==> config.mk <==
export PLATFORM = sky130hd
export DESIGN_NAME = sva_ctrl
export DESIGN_NICKNAME = d
export VERILOG_FILES = /design/src/hw/rtl/sva_pkg.sv /design/src/hw/rtl/sva_ctrl.sv
export SDC_FILE = /design/constraint.sdc
export NUM_CORES = 1
export LEC_CHECK = 0
export BUFFER_PORTS_ARGS = -buffer_cell sky130_fd_sc_hd__clkbuf_2
export CAP_MARGIN = 20
export CORE_AREA = 3 3 148 150
export DETAILED_ROUTE_END_ITERATION = 7
export DIE_AREA = 0 0 151 153
export PLACE_DENSITY_LB_ADDON = 0.3
export SETUP_SLACK_MARGIN = 0.5
export SYNTH_ARGS = -nofsm -noshare
export SYNTH_HDL_FRONTEND = slang
export SYNTH_SLANG_ARGS = --single-unit
==> constraint.sdc <==
create_clock -name clk_i -period 16.11 [get_ports clk_i]
set_input_delay 1.611 -clock clk_i [delete_from_list [all_inputs] [get_ports clk_i]]
set_output_delay 1.611 -clock clk_i [all_outputs]
set_load 0.01 [all_outputs]
==> src/hw/rtl/sva_pkg.sv <==
// ----------------------------------------------------------------------------
// Sparse vector accumulator package
// Shared types, function codes and Q32.32 limits.
// ----------------------------------------------------------------------------
package sva_pkg;

  localparam int unsigned Capacity = 64;
  localparam int unsigned AddrW    = 6;
  localparam int unsigned CountW   = 7;
  localparam int unsigned KeyW     = 31;
  localparam int unsigned ValW     = 64;

  localparam logic [ValW-1:0] QMax = 64'h7FFF_FFFF_FFFF_FFFF;
  localparam logic [ValW-1:0] QMin = 64'h8000_0000_0000_0000;

  typedef enum logic [3:0] {
    FnAcc    = 4'd0,
    FnLookup = 4'd1,
    FnClear  = 4'd2,
    FnMul    = 4'd3,
    FnDiv    = 4'd4,
    FnAdd    = 4'd5,
    FnSub    = 4'd6,
    FnRevSub = 4'd7,
    FnRevDiv = 4'd8,
    FnDump   = 4'd9
  } func_e;

  typedef enum logic [1:0] {
    StOk   = 2'd0,
    StFull = 2'd1,
    StDivZ = 2'd2,
    StSat  = 2'd3
  } status_e;

  // controller -> datapath
  typedef struct packed {
    logic             latch;     // capture input item
    logic             rd;        // read entry at addr
    logic [AddrW-1:0] addr;
    logic             wr_val;    // write val_mem[addr] from alu result
    logic             append;    // write new pair at addr
    logic             alu_start; // start op on read value
    logic             clear_sat;
  } dp_cmd_t;

  // datapath -> controller
  typedef struct packed {
    logic key_match;  // registered key == stored key
    logic alu_done;
  } dp_stat_t;

endpackage

==> src/hw/rtl/sva_ctrl.sv <==
// ----------------------------------------------------------------------------
// Sparse vector accumulator controller
// Sequences search, update, sweep and dump; owns fill count and result reg.
// ----------------------------------------------------------------------------
module sva_ctrl (
  input  logic                          clk_i,
  input  logic                          rst_ni,
  input  logic                          in_valid,
  output logic                          in_stall,
  output logic                          out_valid,
  input  logic                          out_stall,
  output sva_pkg::dp_cmd_t              cmd_o,
  input  sva_pkg::dp_stat_t             stat_i,
  input  logic [3:0]                    func_q_i,
  input  logic [sva_pkg::KeyW-1:0]      key_i,
  input  logic [sva_pkg::KeyW-1:0]      rd_key_i,
  input  logic [sva_pkg::ValW-1:0]      rd_val_i,
  input  logic [sva_pkg::ValW-1:0]      scalar_i,
  input  logic [sva_pkg::ValW-1:0]      alu_res_i,
  input  logic                          sat_i,
  input  logic                          dz_i,
  output logic [sva_pkg::KeyW-1:0]      out_index_o,
  output logic [sva_pkg::ValW-1:0]      out_value_o,
  output logic                          found_o,
  output logic [sva_pkg::CountW-1:0]    entry_count_o,
  output logic [1:0]                    status_o,
  output logic                          last_o
);

  typedef enum logic [3:0] {
    SIdle, SDecode, SRead, SCheck, SAccWait, SSweepRead, SSweepAlu,
    SSweepWait, SDumpRead, SDumpEmit, SOut
  } state_e;

  state_e                     state_q;
  logic [sva_pkg::CountW-1:0] fill_q, ptr_q;
  logic                       ovalid_q;
  logic [sva_pkg::KeyW-1:0]   oidx_q;
  logic [sva_pkg::ValW-1:0]   oval_q;
  logic                       ofound_q, olast_q;
  logic [1:0]                 ost_q;
  logic                       accept, take;

  assign accept = in_valid && !in_stall;
  assign take   = ovalid_q && !out_stall;
  // the result register is shared, so a new item waits until it is empty
  assign in_stall = state_q != SIdle || ovalid_q;

  always_comb begin
    cmd_o = '0;
    cmd_o.latch = accept;
    cmd_o.addr  = ptr_q[sva_pkg::AddrW-1:0];
    cmd_o.clear_sat = accept;
    unique case (state_q)
      SRead, SSweepRead, SDumpRead: cmd_o.rd = 1'b1;
      SCheck: begin
        cmd_o.alu_start = fill_q != '0 && stat_i.key_match &&
                          func_q_i == sva_pkg::FnAcc;
        cmd_o.append = !(fill_q != '0 && stat_i.key_match) && ptr_q + 7'd1 >= fill_q &&
                       func_q_i == sva_pkg::FnAcc && fill_q < 7'(sva_pkg::Capacity);
        if (cmd_o.append) cmd_o.addr = fill_q[sva_pkg::AddrW-1:0];
      end
      SSweepAlu: cmd_o.alu_start = 1'b1;
      SAccWait, SSweepWait: cmd_o.wr_val = stat_i.alu_done;
      default: ;
    endcase
  end

  always_ff @(posedge clk_i or negedge rst_ni) begin
    if (!rst_ni) begin
      state_q  <= SIdle;
      fill_q   <= '0;
      ptr_q    <= '0;
      ovalid_q <= 1'b0;
    end else begin
      if (take) ovalid_q <= 1'b0;
      unique case (state_q)
        SIdle: if (accept) state_q <= SDecode;
        SDecode: begin
          ptr_q    <= '0;
          oidx_q   <= key_i;
          oval_q   <= '0;
          ofound_q <= 1'b0;
          ost_q    <= sva_pkg::StOk;
          olast_q  <= 1'b1;
          unique case (func_q_i)
            sva_pkg::FnAcc, sva_pkg::FnLookup: begin
              if (fill_q == '0) begin
                if (func_q_i == sva_pkg::FnAcc) begin
                  state_q <= SCheck; // appends via empty path below
                end else begin
                  state_q <= SOut;
                end
              end else begin
                state_q <= SRead;
              end
            end
            sva_pkg::FnClear: begin
              fill_q  <= '0;
              state_q <= SOut;
            end
            sva_pkg::FnMul, sva_pkg::FnDiv, sva_pkg::FnAdd, sva_pkg::FnSub,
            sva_pkg::FnRevSub, sva_pkg::FnRevDiv:
              state_q <= (fill_q == '0) ? SOut : SSweepRead;
            sva_pkg::FnDump:
              state_q <= (fill_q == '0) ? SOut : SDumpRead;
            default: state_q <= SOut;
          endcase
        end
        SRead: state_q <= SCheck;
        SCheck: begin
          if (fill_q != '0 && stat_i.key_match) begin
            if (func_q_i == sva_pkg::FnAcc) begin
              state_q <= SAccWait;
            end else begin
              oval_q   <= rd_val_i;
              ofound_q <= 1'b1;
              state_q  <= SOut;
            end
          end else if (fill_q != '0 && ptr_q + 7'd1 < fill_q) begin
            ptr_q   <= ptr_q + 7'd1;
            state_q <= SRead;
          end else begin
            if (func_q_i == sva_pkg::FnAcc) begin
              if (fill_q < 7'(sva_pkg::Capacity)) begin
                oval_q <= scalar_i;
                fill_q <= fill_q + 7'd1;
              end else begin
                ost_q <= sva_pkg::StFull;
              end
            end
            state_q <= SOut;
          end
        end
        SAccWait: if (stat_i.alu_done) begin
          oval_q   <= alu_res_i;
          ofound_q <= 1'b1;
          state_q  <= SOut;
        end
        SSweepRead: state_q <= SSweepAlu;
        SSweepAlu:  state_q <= SSweepWait;
        SSweepWait: if (stat_i.alu_done) begin
          if (ptr_q + 7'd1 < fill_q) begin
            ptr_q   <= ptr_q + 7'd1;
            state_q <= SSweepRead;
          end else begin
            state_q <= SOut;
          end
        end
        SDumpRead: if (!ovalid_q || take) state_q <= SDumpEmit;
        SDumpEmit: begin
          ovalid_q <= 1'b1;
          oidx_q   <= rd_key_i;
          oval_q   <= rd_val_i;
          ofound_q <= 1'b1;
          ost_q    <= sva_pkg::StOk;
          olast_q  <= ptr_q + 7'd1 == fill_q;
          ptr_q    <= ptr_q + 7'd1;
          state_q  <= (ptr_q + 7'd1 == fill_q) ? SIdle : SDumpRead;
        end
        SOut: if (!ovalid_q || take) begin
          ovalid_q <= 1'b1;
          if (state_q == SOut && func_q_i != sva_pkg::FnAcc) begin
            if (dz_i) ost_q <= sva_pkg::StDivZ;
            else if (sat_i) ost_q <= sva_pkg::StSat;
          end else if (sat_i) begin
            ost_q <= sva_pkg::StSat;
          end
          state_q <= SIdle;
        end
        default: state_q <= SIdle;
      endcase
    end
  end

  assign out_valid     = ovalid_q;
  assign out_index_o   = oidx_q;
  assign out_value_o   = oval_q;
  assign found_o       = ofound_q;
  assign entry_count_o = fill_q;
  assign status_o      = ost_q;
  assign last_o        = olast_q;

endmodule

==> out/results.tsv <==
stage	metric	value	unit
status	status	finished clean	
setup_path	Crit path largest cell delay	0.73	ns
die	# IOs	386	
finish	Core Util, Final	44.4	%
die	initial core utilization	30.9	%
setup_path	CP dominant cell by count	ha_1	
flow_run	total of max-cap violations	0	
die	row cnt	53	
place	dpl hpwl	18500	um
logic_synthesis	synth warn	0	
detailed_routing	mean routed wirelength per cell	19.0	um
global_route	busiest grt layer	met2	
global_route	met3 Track Usage GR	6.64	%
cts	Clock Pin Slew Worst Setup and Hold Paths	0.06	ns
logic_synthesis	Mapped Area	6430	um^2
sta	RSZ-0062 raised after global routing	false	
logic_synthesis	Post-synth EDFFs	99	
place	routability cong.	0.902	
sta	fin crit share	32.4	%
finish	antenna cells	0	
setup_path	cells on worst reg2reg path	11	
setup_path	Top delay family on crit path	simple AND/OR/NAND/NOR gates	
detailed_routing	DRT Pass-1 Iters	5	
detailed_routing	vias per cell	4.96	
place	Placement Setup Slack	10.94	ns
global_route	met1 Use GR	23.7	%
setup_path	Crit Path Class	register to output port	
global_route	Overflow after GRT	0	
cts	Post-CTS Setup Repair Bufs	0	
setup_path	Crit path depth	11	
cts	Max H-tree Level	4	
cts	Root Driver	clkbuf_16	
power_and_ir_drop	pwr/cell area	145	nW/um^2
global_route	GRT Overall Usage	19.4	%
sta	Final WS setup	10.89	ns
die	die area	23100	um^2
logic_synthesis	Synth async-reset ratio	16.1	%
cts	TritonCTS clock tree	built	
sta	Worst-Margin Slew	0.930	ns
logic_synthesis	total nets after synthesis	866	
detailed_routing	WL final	23800	um
global_route	antenna violations before repair	5	
setup_path	Arrival @ worst endpoint	3.61	ns
setup_path	crit-path cells	ha_1 -> nand3_1 -> nor2_1 -> xor2_1 -> ha_1 -> nand2_1 -> o21ai_1 -> a21oi_1 -> or4_1 -> mux2_4 -> clkbuf_2	
sta	Max Clock Skew	0.00870	ns
logic_synthesis	Most used DFF post-synth	edfxtp_1	
finish	area grow syn2layout	43.8	%
worst_hold_path	HP Class	register to register	
logic_synthesis	Synth Register Bits	118	
detailed_routing	Starting DRT DRC Count	393	
logic_synthesis	instance count of the mapped netlist	590	
global_route	vias in the first global route	5737	
sta	Max Freq	192	MHz
setup_path	CP Buf/Inv Count	1	
cts	Skew-Pair Late Insertion Delay	0.41	ns
cts	clk sinks	118	
sta	fin crit period	5.22	ns
detailed_routing	Routed Antenna Nets	0	
setup_path	CP Capture Type	output port	
detailed_routing	drc violations	0	
global_route	met2 GRT Util	32.8	%
die	CORE AREA	20800	um^2
global_route	first-pass GRT wire length	33700	um
power_and_ir_drop	Peak VDD IR	71.2	uV
place	port buffer count	385	
die	Die Wd	151	um
cts	PostCTS Resize Cnt	0	
die	die span in y	153	um
finish	final net count	1239	
setup_path	crit path max fanout	7	
cts	Num CTS Buffers	17	
setup_path	crit start category	register	
worst_hold_path	WHS Path Cells	1	
global_route	pin count of the biggest net entering global routing	67	
logic_synthesis	post-synthesis cell type count	69	
power_and_ir_drop	Leakage	4.31	nW
sta	max-slew violations	0	
logic_synthesis	Post-Syn Area per Cell	10.9	um^2
finish	layout cells sized above 1	49.7	%
sta	Slew HR	37.5	%
sta	Final Hold Viols	0	
detailed_routing	Vias	6205	
sta	Final TNS setup	0	ns
logic_synthesis	sequential cell area fraction in the yosys report	53.7	%
cts	Bufs on Longest Clock Path	2	
setup_path	Critical-path top delay cell	or4_1	
cts	hold_buf cts	0	
sta	count of final setup violators	0	
setup_path	Worst Path Required	14.50	ns
==> placed cells by master (no fill, tap or decap), types with 6 or more instances in the layout <==
cell       count
mux2_4         6
buf_4          6
edfxtp_1      99
nor2b_1        8
nand2_1      142
dfrtp_1       19
clkbuf_2     385
clkbuf_16     17
a21oi_1       18
o21ai_0       10
mux2_2        38
inv_1         11
clkinv_4       6
a22oi_1       65
nand3_1        9
nor2_1        16
nand2b_1       7
ha_1          10
==> per-stage QoR <==
stage          total power [mW]  hold slack, ns  cell area (um^2)  std cells
2_1_floorplan             0.755           0.501              6430        590
3_3_place_gp              0.937           0.511              8610       1219
3_5_place_dp              0.942           0.526              8610       1219
4_1_cts                    1.35           0.540              9240       1251
5_1_grt                    1.42           0.569              9240       1251
6_report                   1.34           0.535              9240       1251
==> power by group <==
part / switching, mW / total [mW] / internal (mW)
clock: 0.148 / 0.408 / 0.261
combinational: 0.271 / 0.441 / 0.171
sequential: 0.0503 / 0.489 / 0.439
total: 0.469 / 1.34 / 0.870
==> path summary, 6_finish.rpt <==
check / from / to / slack (ns)
setup / recovery: ptr_q[0] / cmd_o[9] / 10.89
hold / removal: ptr_q[6] / ptr_q[6] / 0.54
setup reg to reg: ptr_q[0] / out_value_o[56] / 11.90
hold reg to reg: ptr_q[6] / ptr_q[6] / 0.54
max in group asynchronous: rst_ni / entry_count_o[0] / 14.52
min in group asynchronous: rst_ni / state_q[0] / 1.20
==> layer usage <==
layer | vias up | part of all wire [%]
met3 | 32 | 8.3
met5 | - | 0.26
met4 | 10 | 1.5
met2 | 255 | 50
met1 | 2946 | 40
li1 | 2962 | -
==> cells in the mapped netlist, types with 2 or more instances <==
master	number	area [um^2]
a211o_1	2	17.5
a21bo_2	2	20.0
a21boi_0	4	30.0
a21oi_1	18	90.1
a22oi_1	65	488
a31oi_1	3	18.8
and3_1	4	25.0
buf_1	8	30.0
buf_2	9	45.0
buf_4	2	15.0
buf_6	2	22.5
clkbuf_1	16	60.1
dfrtp_1	19	475
edfxtp_1	99	2970
ha_1	10	125
inv_1	11	41.3
mux2_2	38	428
mux2_4	6	90.1
nand2_1	142	533
nand2b_1	7	43.8
nand3_1	9	45.0
nand3b_1	3	22.5
nor2_1	18	67.6
nor2b_1	8	50.1
nor3_1	4	20.0
nor4_1	5	31.3
nor4_4	2	42.5
o211ai_1	2	15.0
o21ai_0	10	50.1
o21ai_1	3	15.0
o22ai_1	6	37.5
o31ai_1	4	30.0
or3_1	5	31.3
or4_1	3	22.5
or4b_2	2	20.0
xnor2_1	5	43.8
xor2_1	2	17.5
==> worst reg2reg max path, delay by kind of cell, from the launching register on <==
family	cells	cell delay [ns]
flops	1	0.47
fa+ha+maj	2	0.54
xor+xnor	1	0.10
compound gates	3	1.25
buf+inv	1	0.65
simple gates	4	0.73
==> sequential cells by signal, indices dropped and copies added (netlist names) <==
register and cells:
out_value_o 64, out_index_o 31, entry_count_o 7, ptr_q 7
state_q 4, status_o 2, found_o 1, last_o 1
out_valid 1
==> cell type report <==
class / instances / area [um^2]
fill: 2055 / 11600
sequential: 118 / 3450
multi-input combinational: 424 / 2810
timing repair buffer: 391 / 1970
clock buffer: 18 / 429
tap: 275 / 344
clock inverter: 14 / 200
inverter: 11 / 41.3
==> cells by family (layout without fill, tap and decap cells) <==
group	Yosys count	count (layout)	share of synthesized area, %
flops	118	118	53.7
simple gates	227	227	17.0
xor+xnor	7	7	0.954
compound gates	136	136	15.1
fa+ha+maj	10	10	1.95
buf+inv	48	434	3.33
mux	44	44	8.06
Power figures use the tool's default switching activity.
